File: config.mk
export PLATFORM = sky130hd
export DESIGN_NAME = trapezoid_window_hydrophobicity_flat
export DESIGN_NICKNAME = d
export VERILOG_FILES = /design/src/hdl/twh_pkg.sv /design/src/hdl/twh_stream_if.sv /design/src/hdl/twh_cell.sv /design/src/hdl/twh_chain.sv /design/src/hdl/twh_divider.sv /design/src/hdl/trapezoid_window_hydrophobicity.sv /design/src/flat_wrapper.sv
export SDC_FILE = /design/constraint.sdc
export NUM_CORES = 2
export LEC_CHECK = 0
export ABC_AREA = 0
export BUFFER_PORTS_ARGS = -buffer_cell sky130_fd_sc_hd__buf_2
export CORE_ASPECT_RATIO = 1.1
export CORE_UTILIZATION = 64
export DETAILED_ROUTE_END_ITERATION = 8
export HOLD_SLACK_MARGIN = 0.15
export PLACE_DENSITY_LB_ADDON = 0.3
export SYNTH_ARGS = -nofsm -noshare
export SYNTH_HDL_FRONTEND = slang
export SYNTH_HIERARCHICAL = 1
export SYNTH_SLANG_ARGS = --single-unit
File: constraint.sdc
create_clock -name i_clk -period 82.7 [get_ports i_clk]
set_clock_uncertainty 0.15 [all_clocks]
set_input_delay 8.27 -clock i_clk [delete_from_list [all_inputs] [get_ports i_clk]]
set_output_delay 8.27 -clock i_clk [all_outputs]
set_load 0.005 [all_outputs]
File: src/hdl/twh_pkg.sv
// ============================================================================
// twh_pkg
// Shared types and constants of the trapezoid window hydrophobicity block.
// ============================================================================
package twh_pkg;

    localparam int HYDRO_W    = 16;
    localparam int LETTER_W   = 5;
    localparam int TABLE_SIZE = 26;
    localparam int CORE_W     = 6;
    localparam int WEDGE_W    = 5;
    localparam int CFG_DATA_W = 6;
    localparam int CFG_IDX_W  = 1;

    localparam logic [CORE_W-1:0]    CORE_RESET  = 6'd11;
    localparam logic [WEDGE_W-1:0]   WEDGE_RESET = 5'd5;

    localparam logic [CFG_IDX_W-1:0] CFG_CORE_LENGTH  = 1'b0;
    localparam logic [CFG_IDX_W-1:0] CFG_WEDGE_LENGTH = 1'b1;

    localparam logic OP_TABLE_WRITE = 1'b0;
    localparam logic OP_RESIDUE     = 1'b1;

    typedef struct packed {
        logic                      opcode;
        logic [LETTER_W-1:0]       letter;
        logic signed [HYDRO_W-1:0] hydro_value;
        logic                      start_of_sequence;
    } t_item;

    typedef struct packed {
        logic signed [HYDRO_W-1:0] profile_value;
        logic [HYDRO_W-1:0]        window_start;
    } t_result;

endpackage

File: src/hdl/twh_stream_if.sv
// ============================================================================
// twh_stream_if
// Valid/ready stream channel carrying one payload item per transfer.
// ============================================================================
interface twh_stream_if #(
    parameter type T = logic
);
    logic valid;
    logic ready;
    T     data;

    modport source (output valid, output data, input ready);
    modport sink   (input valid, input data, output ready);
endinterface

File: src/hdl/twh_cell.sv
// ============================================================================
// twh_cell
// One window cell: holds a table value and takes its neighbour's on a shift.
// ============================================================================
module twh_cell
    import twh_pkg::*;
(
    input  logic                      i_clk,
    input  logic                      i_en,
    input  logic signed [HYDRO_W-1:0] i_d,
    output logic signed [HYDRO_W-1:0] o_q
);

    logic signed [HYDRO_W-1:0] r_value;

    always_ff @(posedge i_clk) begin
        if (i_en) begin
            r_value <= i_d;
        end
    end

    assign o_q = r_value;

endmodule

File: src/hdl/twh_chain.sv
// ============================================================================
// twh_chain
// Row of window cells, newest value in cell 0. It either shifts a new value
// in or rotates so that every stored value passes the tap at the last cell.
// ============================================================================
module twh_chain
    import twh_pkg::*;
#(
    parameter int MAX_WINDOW = 64
) (
    input  logic                      i_clk,
    input  logic                      i_shift,
    input  logic                      i_wrap,
    input  logic signed [HYDRO_W-1:0] i_value,
    output logic signed [HYDRO_W-1:0] o_tap
);

    logic signed [HYDRO_W-1:0] w_q [MAX_WINDOW];
    logic signed [HYDRO_W-1:0] w_head;

    assign w_head = i_wrap ? w_q[MAX_WINDOW-1] : i_value;

    for (genvar g = 0; g < MAX_WINDOW; g++) begin : g_cell
        if (g == 0) begin : g_first
            twh_cell u_cell (
                .i_clk (i_clk),
                .i_en  (i_shift),
                .i_d   (w_head),
                .o_q   (w_q[g])
            );
        end else begin : g_rest
            twh_cell u_cell (
                .i_clk (i_clk),
                .i_en  (i_shift),
                .i_d   (w_q[g-1]),
                .o_q   (w_q[g])
            );
        end
    end

    assign o_tap = w_q[MAX_WINDOW-1];

endmodule

File: src/hdl/twh_divider.sv
// ============================================================================
// twh_divider
// Signed divide by a positive divisor, truncating toward zero. One quotient
// bit per cycle by restoring subtraction of the shifted divisor.
// ============================================================================
module twh_divider
    import twh_pkg::*;
#(
    parameter int DIVIDEND_W = 29,
    parameter int DIVISOR_W  = 12
) (
    input  logic                         i_clk,
    input  logic                         i_rst_n,
    input  logic                         i_start,
    input  logic signed [DIVIDEND_W-1:0] i_dividend,
    input  logic [DIVISOR_W-1:0]         i_divisor,
    output logic                         o_done,
    output logic signed [HYDRO_W-1:0]    o_quotient
);

    localparam int RW = DIVISOR_W + HYDRO_W + 1;
    localparam int CW = $clog2(HYDRO_W);

    logic                  r_busy;
    logic                  r_done;
    logic [CW-1:0]         r_cnt;
    logic [RW-1:0]         r_rem;
    logic [RW-1:0]         r_dsh;
    logic [HYDRO_W-1:0]    r_quot;
    logic                  r_neg;

    logic [DIVIDEND_W-1:0] w_mag;
    logic                  w_ge;

    assign w_mag = i_dividend[DIVIDEND_W-1] ? DIVIDEND_W'(-i_dividend)
                                            : DIVIDEND_W'(i_dividend);
    assign w_ge  = (r_rem >= r_dsh);

    always_ff @(posedge i_clk) begin
        if (!i_rst_n) begin
            r_busy <= 1'b0;
            r_done <= 1'b0;
        end else begin
            r_done <= r_busy && (r_cnt == '0);
            if (i_start) begin
                r_busy <= 1'b1;
            end else if (r_busy && (r_cnt == '0)) begin
                r_busy <= 1'b0;
            end
        end
    end

    always_ff @(posedge i_clk) begin
        if (i_start) begin
            r_rem  <= RW'(w_mag);
            r_dsh  <= RW'({i_divisor, {(HYDRO_W-1){1'b0}}});
            r_quot <= '0;
            r_neg  <= i_dividend[DIVIDEND_W-1];
            r_cnt  <= CW'(HYDRO_W - 1);
        end else if (r_busy) begin
            if (w_ge) begin
                r_rem <= r_rem - r_dsh;
            end
            r_quot <= {r_quot[HYDRO_W-2:0], w_ge};
            r_dsh  <= r_dsh >> 1;
            r_cnt  <= r_cnt - 1'b1;
        end
    end

    assign o_done     = r_done;
    assign o_quotient = r_neg ? -$signed(r_quot) : $signed(r_quot);

endmodule

File: src/hdl/trapezoid_window_hydrophobicity.sv
// ============================================================================
// trapezoid_window_hydrophobicity
// Trapezoid-weighted sliding-window hydrophobicity profile of a residue
// stream, with a loadable 26-entry letter table.
//
//   Channel   Direction  Payload                               Transfer when
//   i_item    in         opcode, letter, hydro_value, start    valid && ready
//   o_result  out        profile_value, window_start           valid && ready
//   i_cfg_*   in         core_length (0), wedge_length (1)     i_cfg_we
//
// A table write is taken in S_IDLE; a residue that gives no result passes
// S_CHK and goes back to S_IDLE. For a residue with a result the cell chain
// rotates once past its tap, one product a cycle, the sum is completed, and
// then the divider makes one quotient bit per cycle. One item is in work at a time.
// Reset is synchronous; it clears the table, the count and the control
// registers. The window cells are not cleared, and cells outside the window
// are kept out of the sum.
// A result waits in the output register while the next item is taken; a
// further result stalls until that register is free.
// ============================================================================
module trapezoid_window_hydrophobicity
    import twh_pkg::*;
#(
    parameter int MAX_WINDOW = 64
) (
    input  logic                  i_clk,
    input  logic                  i_rst_n,
    twh_stream_if.sink            i_item,
    twh_stream_if.source          o_result,
    input  logic                  i_cfg_we,
    input  logic [CFG_IDX_W-1:0]  i_cfg_idx,
    input  logic [CFG_DATA_W-1:0] i_cfg_data
);

    localparam int LW    = $clog2(MAX_WINDOW + 1);
    localparam int WW    = (LW > CORE_W) ? LW : CORE_W;
    localparam int JW    = (MAX_WINDOW > 1) ? $clog2(MAX_WINDOW) : 1;
    localparam int MAXS  = MAX_WINDOW * (MAX_WINDOW / 2 + 1);
    localparam int DW    = $clog2(MAXS + 1);
    localparam int SW    = HYDRO_W + 1 + $clog2(MAXS);
    localparam int PW    = HYDRO_W + LW + 1;
    localparam int CNTW  = $clog2(65536 + MAX_WINDOW);
    localparam logic [CNTW-1:0] COUNT_LIMIT = CNTW'(65535 + MAX_WINDOW);
    localparam logic [CNTW-1:0] POS_LIMIT   = CNTW'(65535);

    typedef enum logic [6:0] {
        S_IDLE = 7'b0000001,
        S_CHK  = 7'b0000010,
        S_SCAN = 7'b0000100,
        S_SUM  = 7'b0001000,
        S_LOAD = 7'b0010000,
        S_DIV  = 7'b0100000,
        S_OUT  = 7'b1000000
    } t_state;

    t_state                    r_state;
    t_state                    n_state;

    logic [CORE_W-1:0]         r_core_length;
    logic [WEDGE_W-1:0]        r_wedge_length;
    logic signed [HYDRO_W-1:0] r_table [TABLE_SIZE];
    logic [CNTW-1:0]           r_count;

    logic [LW-1:0]             r_n;
    logic [LW-1:0]             r_q;
    logic [LW-1:0]             r_len;
    logic [DW-1:0]             r_div;
    logic [HYDRO_W-1:0]        r_pos;
    logic [JW-1:0]             r_j;
    logic signed [PW-1:0]      r_prod;
    logic signed [SW-1:0]      r_acc;

    logic                      r_out_valid;
    t_result                   r_result;

    logic                      w_in_fire;
    logic                      w_residue;
    t_item                     w_item;
    logic signed [HYDRO_W-1:0] w_lookup;
    logic [WW-1:0]             w_n_raw;
    logic [WW-1:0]             w_n;
    logic [WW-1:0]             w_q_raw;
    logic [WW-1:0]             w_q_max;
    logic [WW-1:0]             w_q;
    logic [WW-1:0]             w_len;
    logic [CNTW-1:0]           w_count_base;
    logic [CNTW-1:0]           w_pos_full;
    logic [2*LW+1:0]           w_div_full;
    logic [LW-1:0]             w_jl;
    logic [LW-1:0]             w_wa;
    logic [LW-1:0]             w_wb;
    logic [LW-1:0]             w_wc;
    logic [LW-1:0]             w_wab;
    logic [LW-1:0]             w_weight;
    logic signed [HYDRO_W-1:0] w_tap;
    logic signed [HYDRO_W-1:0] w_term;
    logic                      w_out_free;
    logic                      w_div_done;
    logic signed [HYDRO_W-1:0] w_quotient;

    assign w_item    = i_item.data;
    assign w_in_fire = i_item.valid && i_item.ready;
    assign w_residue = w_in_fire && (w_item.opcode == OP_RESIDUE);

    assign i_item.ready = (r_state == S_IDLE);

    // Configuration registers.
    always_ff @(posedge i_clk) begin
        if (!i_rst_n) begin
            r_core_length  <= CORE_RESET;
            r_wedge_length <= WEDGE_RESET;
        end else if (i_cfg_we) begin
            unique case (i_cfg_idx)
                CFG_CORE_LENGTH: begin
                    r_core_length <= i_cfg_data[CORE_W-1:0];
                end
                CFG_WEDGE_LENGTH: begin
                    r_wedge_length <= i_cfg_data[WEDGE_W-1:0];
                end
                default: begin
                end
            endcase
        end
    end

    // Letter table.
    always_ff @(posedge i_clk) begin
        if (!i_rst_n) begin
            for (int i = 0; i < TABLE_SIZE; i++) begin
                r_table[i] <= '0;
            end
        end else if (w_in_fire && (w_item.opcode == OP_TABLE_WRITE)
                     && (w_item.letter < LETTER_W'(TABLE_SIZE))) begin
            r_table[w_item.letter] <= w_item.hydro_value;
        end
    end

    assign w_lookup = (w_item.letter < LETTER_W'(TABLE_SIZE)) ? r_table[w_item.letter]
                                                              : '0;

    // Effective window geometry from the current register values.
    assign w_n_raw = WW'(r_core_length);
    assign w_n     = (w_n_raw == '0) ? WW'(1) :
                     (w_n_raw > WW'(MAX_WINDOW)) ? WW'(MAX_WINDOW) : w_n_raw;
    assign w_q_raw = WW'(r_wedge_length);
    assign w_q_max = (WW'(MAX_WINDOW) - w_n) >> 1;
    assign w_q     = (w_q_raw > w_q_max) ? w_q_max : w_q_raw;
    assign w_len   = (w_q << 1) + w_n;

    assign w_count_base = w_item.start_of_sequence ? '0 : r_count;

    always_ff @(posedge i_clk) begin
        if (!i_rst_n) begin
            r_count <= '0;
        end else if (w_residue) begin
            if (w_count_base < COUNT_LIMIT) begin
                r_count <= w_count_base + 1'b1;
            end else begin
                r_count <= w_count_base;
            end
        end
    end

    // Cell chain.
    twh_chain #(
        .MAX_WINDOW (MAX_WINDOW)
    ) u_chain (
        .i_clk   (i_clk),
        .i_shift (w_residue || (r_state == S_SCAN)),
        .i_wrap  (r_state == S_SCAN),
        .i_value (w_lookup),
        .o_tap   (w_tap)
    );

    // Weight of the value at the tap: min(j+1, q+1, len-j) inside the window.
    assign w_jl     = LW'(r_j);
    assign w_wa     = w_jl + 1'b1;
    assign w_wb     = r_q + 1'b1;
    assign w_wc     = r_len - w_jl;
    assign w_wab    = (w_wa < w_wb) ? w_wa : w_wb;
    assign w_weight = (w_jl >= r_len) ? '0 : ((w_wab < w_wc) ? w_wab : w_wc);
    assign w_term   = (w_jl >= r_len) ? '0 : w_tap;

    assign w_div_full = ({1'b0, r_q} + 1'b1) * ({1'b0, r_n} + {1'b0, r_q});
    assign w_pos_full = r_count - CNTW'(r_len);

    always_ff @(posedge i_clk) begin
        if (w_residue) begin
            r_n   <= w_n[LW-1:0];
            r_q   <= w_q[LW-1:0];
            r_len <= w_len[LW-1:0];
        end
        if (r_state == S_CHK) begin
            r_div  <= w_div_full[DW-1:0];
            r_pos  <= (w_pos_full > POS_LIMIT) ? HYDRO_W'(65535)
                                               : w_pos_full[HYDRO_W-1:0];
            r_j    <= JW'(MAX_WINDOW - 1);
            r_prod <= '0;
            r_acc  <= '0;
        end else if (r_state == S_SCAN) begin
            r_j    <= r_j - 1'b1;
            r_prod <= w_term * $signed({1'b0, w_weight});
            r_acc  <= r_acc + SW'(r_prod);
        end else if (r_state == S_SUM) begin
            r_acc  <= r_acc + SW'(r_prod);
        end
    end

    twh_divider #(
        .DIVIDEND_W (SW),
        .DIVISOR_W  (DW)
    ) u_divider (
        .i_clk      (i_clk),
        .i_rst_n    (i_rst_n),
        .i_start    (r_state == S_LOAD),
        .i_dividend (r_acc),
        .i_divisor  (r_div),
        .o_done     (w_div_done),
        .o_quotient (w_quotient)
    );

    assign w_out_free = !r_out_valid || o_result.ready;

    always_comb begin
        n_state = r_state;
        unique case (r_state)
            S_IDLE: begin
                if (w_residue) begin
                    n_state = S_CHK;
                end
            end
            S_CHK: begin
                if (r_count < CNTW'(r_len)) begin
                    n_state = S_IDLE;
                end else begin
                    n_state = S_SCAN;
                end
            end
            S_SCAN: begin
                if (r_j == '0) begin
                    n_state = S_SUM;
                end
            end
            S_SUM: begin
                n_state = S_LOAD;
            end
            S_LOAD: begin
                n_state = S_DIV;
            end
            S_DIV: begin
                if (w_div_done) begin
                    n_state = S_OUT;
                end
            end
            S_OUT: begin
                if (w_out_free) begin
                    n_state = S_IDLE;
                end
            end
            default: begin
                n_state = S_IDLE;
            end
        endcase
    end

    always_ff @(posedge i_clk) begin
        if (!i_rst_n) begin
            r_state <= S_IDLE;
        end else begin
            r_state <= n_state;
        end
    end

    // Output register.
    always_ff @(posedge i_clk) begin
        if (!i_rst_n) begin
            r_out_valid <= 1'b0;
        end else if ((r_state == S_OUT) && w_out_free) begin
            r_out_valid <= 1'b1;
        end else if (o_result.ready) begin
            r_out_valid <= 1'b0;
        end
    end

    always_ff @(posedge i_clk) begin
        if ((r_state == S_OUT) && w_out_free) begin
            r_result.profile_value <= w_quotient;
            r_result.window_start  <= r_pos;
        end
    end

    assign o_result.valid = r_out_valid;
    assign o_result.data  = r_result;

endmodule

File: src/flat_wrapper.sv
// flat-port wrapper written by rule: the top's interface ports become plain ports
module trapezoid_window_hydrophobicity_flat import twh_pkg::*;
#(
    parameter int MAX_WINDOW = 64
)
  (i_clk, i_rst_n, i_cfg_we, i_cfg_idx, i_cfg_data, i_item_valid, i_item_data, i_item_ready, o_result_valid, o_result_data, o_result_ready);
  twh_stream_if #(.T(t_item)) i_item_i ();
  twh_stream_if #(.T(t_result)) o_result_i ();
  input  logic i_clk;
  input  logic i_rst_n;
  input  logic i_cfg_we;
  input  logic [CFG_IDX_W-1:0] i_cfg_idx;
  input  logic [CFG_DATA_W-1:0] i_cfg_data;
  input wire logic [$bits(i_item_i.valid)-1:0] i_item_valid;
  input wire logic [$bits(i_item_i.data)-1:0] i_item_data;
  output wire logic [$bits(i_item_i.ready)-1:0] i_item_ready;
  output wire logic [$bits(o_result_i.valid)-1:0] o_result_valid;
  output wire logic [$bits(o_result_i.data)-1:0] o_result_data;
  input wire logic [$bits(o_result_i.ready)-1:0] o_result_ready;
  assign i_item_i.valid = i_item_valid;
  assign i_item_i.data = i_item_data;
  assign i_item_ready = i_item_i.ready;
  assign o_result_valid = o_result_i.valid;
  assign o_result_data = o_result_i.data;
  assign o_result_i.ready = o_result_ready;
  trapezoid_window_hydrophobicity #(.MAX_WINDOW(MAX_WINDOW)) u_core (.i_clk(i_clk), .i_rst_n(i_rst_n), .i_item(i_item_i), .o_result(o_result_i), .i_cfg_we(i_cfg_we), .i_cfg_idx(i_cfg_idx), .i_cfg_data(i_cfg_data));
endmodule
======== After elaboration in Yosys (flattened, before gate mapping) ========
Memories as Yosys holds them, arrays and structs flattened.
Index checks and enable logic that the tools add are counted.
word-level totals
  register bits after elaboration ......... 1279
  bits in writable memories ............... 416
  bits of input ports ..................... 35
  output and inout bits ................... 34
  memories ................................ 1
cells by class
  add/sub/neg operators ................... 15
  multiply operators ...................... 2
  magnitude comparators ................... 10
  equality and inequality tests ........... 11
  mux-type cells .......................... 37
  bitwise gates (word level) .............. 2
  reductions and logical operators ........ 22
memory list
  memory          words  bits a word  read ports  clocked after Yosys merged registers in  write ports  line                                   source
  u_core.r_table  26     16           1           0                                        26           trapezoid_window_hydrophobicity.sv:61  logic signed [HYDRO_W-1:0] r_table [TABLE_SIZE];
operators by type and width
  cell                                                   count
  2-to-1 mux 29 bit                                      6
  2-to-1 mux 16 bit                                      5
  2-to-1 mux 7 bit                                       9
  2-to-1 mux 27 bit                                      2
  case mux 7 bit (7 select lines)                        1
  2-to-1 mux 17 bit                                      2
  adder 29 x 24 -> 29 bit                                1
  greater-or-equal comparator 29 x 27 -> 1 bit           1
  negation 29 bit                                        1
  subtractor 29 x 27 -> 29 bit                           1
  multiplier 16 x 8 -> 24 bit                            1
  adder 17 x 1 -> 17 bit (second input constant)         1
  > comparator 17 x 16 -> 1 bit (second input constant)  1
  < comparator 17 bit (second input constant)            1
  < comparator 17 x 7 -> 1 bit                           1
  subtractor 17 x 7 -> 17 bit                            1
  multiplier 16 x 16 -> 12 bit                           1
  negation 16 bit                                        1
  OR reduction 16 bit                                    1
  < comparator 7 bit                                     2
  nonzero test 2 bit                                     5
  2-to-1 mux 1 bit                                       9
  adder 7 x 1 -> 8 bit (second input constant)           1
  adder 7 x 7 -> 8 bit                                   1
  32 further kinds                                       43

======== Depth between registers and ports, before layout ========
  depth after elaboration ................. 9
  mapped depth ............................ 39
  depth with buffers taken out ............ 35

======== Hierarchy ========
The synthesis kept the hierarchy.
by module, submodules not included
  module                           instances  cells an instance  area an instance (um2)  seq. area each (um2)
  trapezoid_window_hydrophobicity  1          3035               37597.3                 19618.8
  twh_cell                         64         16                 480.5                   480.5
  twh_divider                      1          628                5635.4                  2001.9
  twh_chain                        1          18                 249.0                   0.0

======== Least setup slack after synthesis ========
Ideal clock, no wire load.
  path kind ............................... input -> register
  start point ............................. input port i_item_data[22]
  end point ............................... register u_core.u_chain.g_cell[0].g_first.u_cell.r_value[0], enable pin
  arrival time ............................ 25.175 ns
  slack ................................... 50.348 ns
  stages on the path ...................... 3
  path buffers ............................ 1
  cell sequence ........................... nand3_1 clkbuf_1 nand2_1
on the way
  word-level cells in the longest chain between the ends .. 2
RTL lines
  element               line                                    source
  from (decl)           flat_wrapper.sv:15                      input wire logic [$bits(i_item_i.data)-1:0] i_item_data;
  logical AND 1 bit     trapezoid_window_hydrophobicity.sv:103  assign w_residue = w_in_fire && (w_item.opcode == OP_RESIDUE);
  logical OR 1 bit      trapezoid_window_hydrophobicity.sv:169  .i_shift (w_residue || (r_state == S_SCAN)),
  to (signal assigned)  twh_cell.sv:18                          r_value <= i_d;
  to (decl)             twh_cell.sv:14                          logic signed [HYDRO_W-1:0] r_value;
No other way between the ends.
A chain may end at the register's enable or synchronous reset.

======== Worst setup path in the final report ========
  start point ............................. input port i_item_data[22]
  end point ............................... register u_core.u_chain.g_cell[21].g_rest.u_cell.r_value[5], enable pin
on the way
  word-level cells in the longest chain between the ends .. 2
RTL lines
  element               line
  logical AND 1 bit     trapezoid_window_hydrophobicity.sv:103
  logical OR 1 bit      trapezoid_window_hydrophobicity.sv:169
  to (signal assigned)  twh_cell.sv:18
  to (decl)             twh_cell.sv:14
No other way between the ends.

==> key figures <==
Timing
  • Final setup viols: 0
  • Setup tns final: 0 ns
  • Tcrit/Tclk final: 14.5%
  • Final number of hold-violating endpoints: 0
  • Worst Tran Pin Value: 1.34 ns
  • Minimum clock period: 11.96 ns
  • Worst hold margin: 0.228 ns
  • Pins over their slew limit: 0
  • Peak Freq: 83.6 MHz
  • RSZ-0062 raised after global routing: false
  • Slew HR: 10.2%

Power
  • Cell-internal power: 2.21 mW
  • Clk network pwr share: 20.7%
  • Switching share of total power: 37.5%
  • Comb pwr share: 43.3%
  • Leakage: 29.6 nW
  • Worst IR Drop VDD: 0.0000892 V
  • Total power: 3.54 mW
  • Pwr dens: 43.3 nW/um2
  • Sequential power share: 36.0%
  • P_sw: 1.33 mW

Layout
  • Fin util: 71.2%
  • Final Cell Area: 81,700 um2
  • Post-layout net count: 5,231
  • Layout cells sized above 1: 11.3%
  • Synthesis-to-finish area growth: 10.0%

Run
  • Max Cap Violations: 0

Die
  • Rows: 130
  • Io pins: 69
  • Full die area: 117,000 um2
  • Placeable Area: 115,000 um2
  • Die height: 359 um
  • Initial core utilization: 64.7%
  • Die Wd: 327 um

Clock tree
  • CTS tree: done
  • CTS H-Tree Depth: 4
  • Worst-Skew Late Latency: 0.80 ns
  • Root Buffer: clkbuf_16
  • CTS clock-pin slew for the worst setup and hold paths: 0.07 ns
  • CTS Buffer Depth: 3
  • Clk sinks: 1,788
  • Post-CTS Setup Bufs: 0
  • Post-cts resize count: 0
  • Hold-fix buffer count after cts: 0
  • CTS Buf Count: 166

Hold path
  • Min-delay worst type: register to register

Logic synthesis
  • FFs w/ async S/R, synth: 0%
  • Most used DFF post-synth: edfxtp_1
  • Yosys warns: 6
  • Flops & latches, synth: 1,788
  • Sequential share of the synthesized area: 70.6%
  • Netlist Area Pre-Place: 74,200 um2
  • Cell variety after synth: 97
  • Synthesized area per cell: 15.8 um2
  • Post-Synthesis Cells: 4,705
  • EDFF count, synth: 1,656

Placed design
  • DP HPWL: 85.3 mm
  • Buffers added on ports: 68
  • Cell area after placement: 76,500 um2
  • Final RePlAce weighted congestion: 0.863

Critical path
  • Critical path fanouts, max: 98
  • Crit Path Class: primary input to register
  • Crit path capture type: register
  • Worst Path Required: 82.95 ns
  • Worst path arrival time: 12.22 ns
  • Startpoint types: primary input

Detailed routing
  • Detailed Route Iter0 Violations: 3,873
  • Routed via count: 38,800
  • Via-per-instance ratio: 5.92
  • Drt pass-1 iters: 5
  • Antenna Nets Post-Route: 0
  • Routed len/inst: 22.3 um
  • Remaining DRCs: 0
  • Detailed-route wire length: 146 mm

Global routing
  • Antenna violations before repair: 4
  • Largest net degree at the start of global routing: 203
  • Vias in the first global route: 38,400
  • GRT Resource Usage Total: 25.2%
  • First-pass GRT wire length: 224 mm
  • Grt ovf: 0

Run status
  • Status: finished clean
[worst max-delay path, stage by stage]
cell and delay (ns):
buf_2 0.12, nand3_1 0.41, nand2_4 0.66, buf_4 0.84, buf_4 0.75, buf_4 0.97
[final cells by class]
type	instances	area, um2
sequential	1788	52400
fill	7047	33000
multi-input combinational	2550	20500
clock buffer	215	4400
tap	1518	1900
inverter	267	1000
timing repair buffer	123	777
clock inverter	87	727
antenna	3	7.51
[cells in the final DEF, fill, tap and decap left out, types with 21 or more instances in the layout]
cell type / netlist / layout
nor2b_1: 30 / 29
a22oi_1: 41 / 41
mux2i_1: 53 / 52
clkinv_1: 1 / 37
conb_1: 1 / 97
inv_1: 265 / 265
a211oi_1: 21 / 21
o21ai_0: 133 / 106
mux4_2: 128 / 128
xnor2_1: 97 / 97
a22o_1: 24 / 24
edfxtp_1: 1656 / 1656
fa_1: 116 / 116
and2_1: 440 / 440
clkinv_2: 0 / 22
nand4_1: 23 / 23
buf_2: 24 / 66
nand2b_1: 28 / 28
xor2_1: 61 / 61
nor2_1: 262 / 261
dfxtp_1: 132 / 131
nand3_1: 45 / 45
nor3_1: 34 / 33
o21bai_1: 24 / 23
a21o_1: 36 / 36
clkbuf_1: 138 / 44
buf_4: 2 / 55
o21ai_1: 6 / 27
nand2_1: 223 / 222
a31oi_1: 21 / 21
clkbuf_16: 0 / 167
a21oi_1: 131 / 131
ha_1: 184 / 184
[logic make-up after synthesis]
kind of cell             Yosys count  synth area share (%)
multiplexers                     200                  4.94
XOR/XNOR                         158                  1.86
AO/OA/AOI/OAI                    577                  5.14
AND/OR/NAND/NOR                 1218                  8.81
adder cells (fa/ha/maj)          300                  6.23
buffers and inverters            463                  2.46
other                              1               0.00505
flip-flops                      1788                  70.6
[state kept, by name, summed over array words and instances (netlist names), 4 cells and up]
signal,count
u_core/r_prod,24
u_core/o_result.data,32
u_core/u_divider/r_dsh,27
u_core/r_core_length,6
u_core/r_table,512
u_core/r_count,17
u_core/r_wedge_length,5
u_core/r_j,6
u_core/u_divider/r_quot,16
u_core/r_n,6
u_core/r_pos,16
u_core/u_divider/r_rem,29
u_core/r_len,6
u_core/u_divider/r_cnt,4
u_core/r_acc,29
u_core/r_state,7
u_core/r_div,12
u_core/u_chain/g_cell.g_rest.u_cell/o_q,1008
u_core/u_chain/g_cell.g_first.u_cell/o_q,16
u_core/r_q,6
[layer usage]
metal / part of all wire (%) / vias up / track usage [%] / wire length [um]
li1: - / 17600 / - / -
met1: 41 / 19300 / 34.3 / 59200
met2: 48 / 1558 / 40.3 / 70100
met3: 7.2 / 352 / 4.60 / 10600
met4: 4.1 / 4 / 11.2 / 5980
met5: 0.018 / - / 0 / 26
[final timing paths]
kind                                                              from                                                   endpoint  slack, ns  cells after the start
max                                                    i_item_data[22]   u_core/u_chain/g_cell[21].g_rest.u_cell/o_q[5]$_DFFE_PP_      70.74                      6
min          u_core/u_chain/g_cell[57].g_rest.u_cell/o_q[15]$_DFFE_PP_  u_core/u_chain/g_cell[58].g_rest.u_cell/o_q[15]$_DFFE_PP_       0.23                      0
max reg2reg                                    u_core/r_q[0]$_DFFE_PP_                             u_core/r_prod[20]$_SDFFE_PN0P_      72.39                     31
min reg2reg  u_core/u_chain/g_cell[57].g_rest.u_cell/o_q[15]$_DFFE_PP_  u_core/u_chain/g_cell[58].g_rest.u_cell/o_q[15]$_DFFE_PP_       0.23                      0
[power groups by stage]
stage | clock network (mW) | logic (mW) | registers, mW
after floorplan | 0 | 1.19 | 1.37
after global placement | 0 | 1.44 | 1.27
after detailed placement | 0 | 1.48 | 1.28
after CTS | 0.750 | 1.53 | 1.27
after global routing | 0.780 | 1.75 | 1.28
final | 0.734 | 1.53 | 1.27
[cells in the mapped netlist, types with 53 or more instances]
master / count / area share, %
a21oi_1: 131 / 0.88
and2_1: 440 / 3.7
clkbuf_1: 138 / 0.70
dfxtp_1: 132 / 3.6
edfxtp_1: 1656 / 67
fa_1: 116 / 3.1
ha_1: 184 / 3.1
inv_1: 265 / 1.3
mux2i_1: 53 / 0.71
mux4_2: 128 / 3.9
nand2_1: 223 / 1.1
nor2_1: 262 / 1.3
o21ai_0: 133 / 0.90
xnor2_1: 97 / 1.1
xor2_1: 61 / 0.72
[through the flow]
step | instances | worst slack, ns
floorplan | 4801 | 50.35
global placement | 6244 | 70.08
detailed placement | 6244 | 69.97
CTS | 6546 | 70.81
global route | 6548 | 70.51
finish | 6551 | 70.74
No activity file was read; power rests on OpenSTA's default activity.
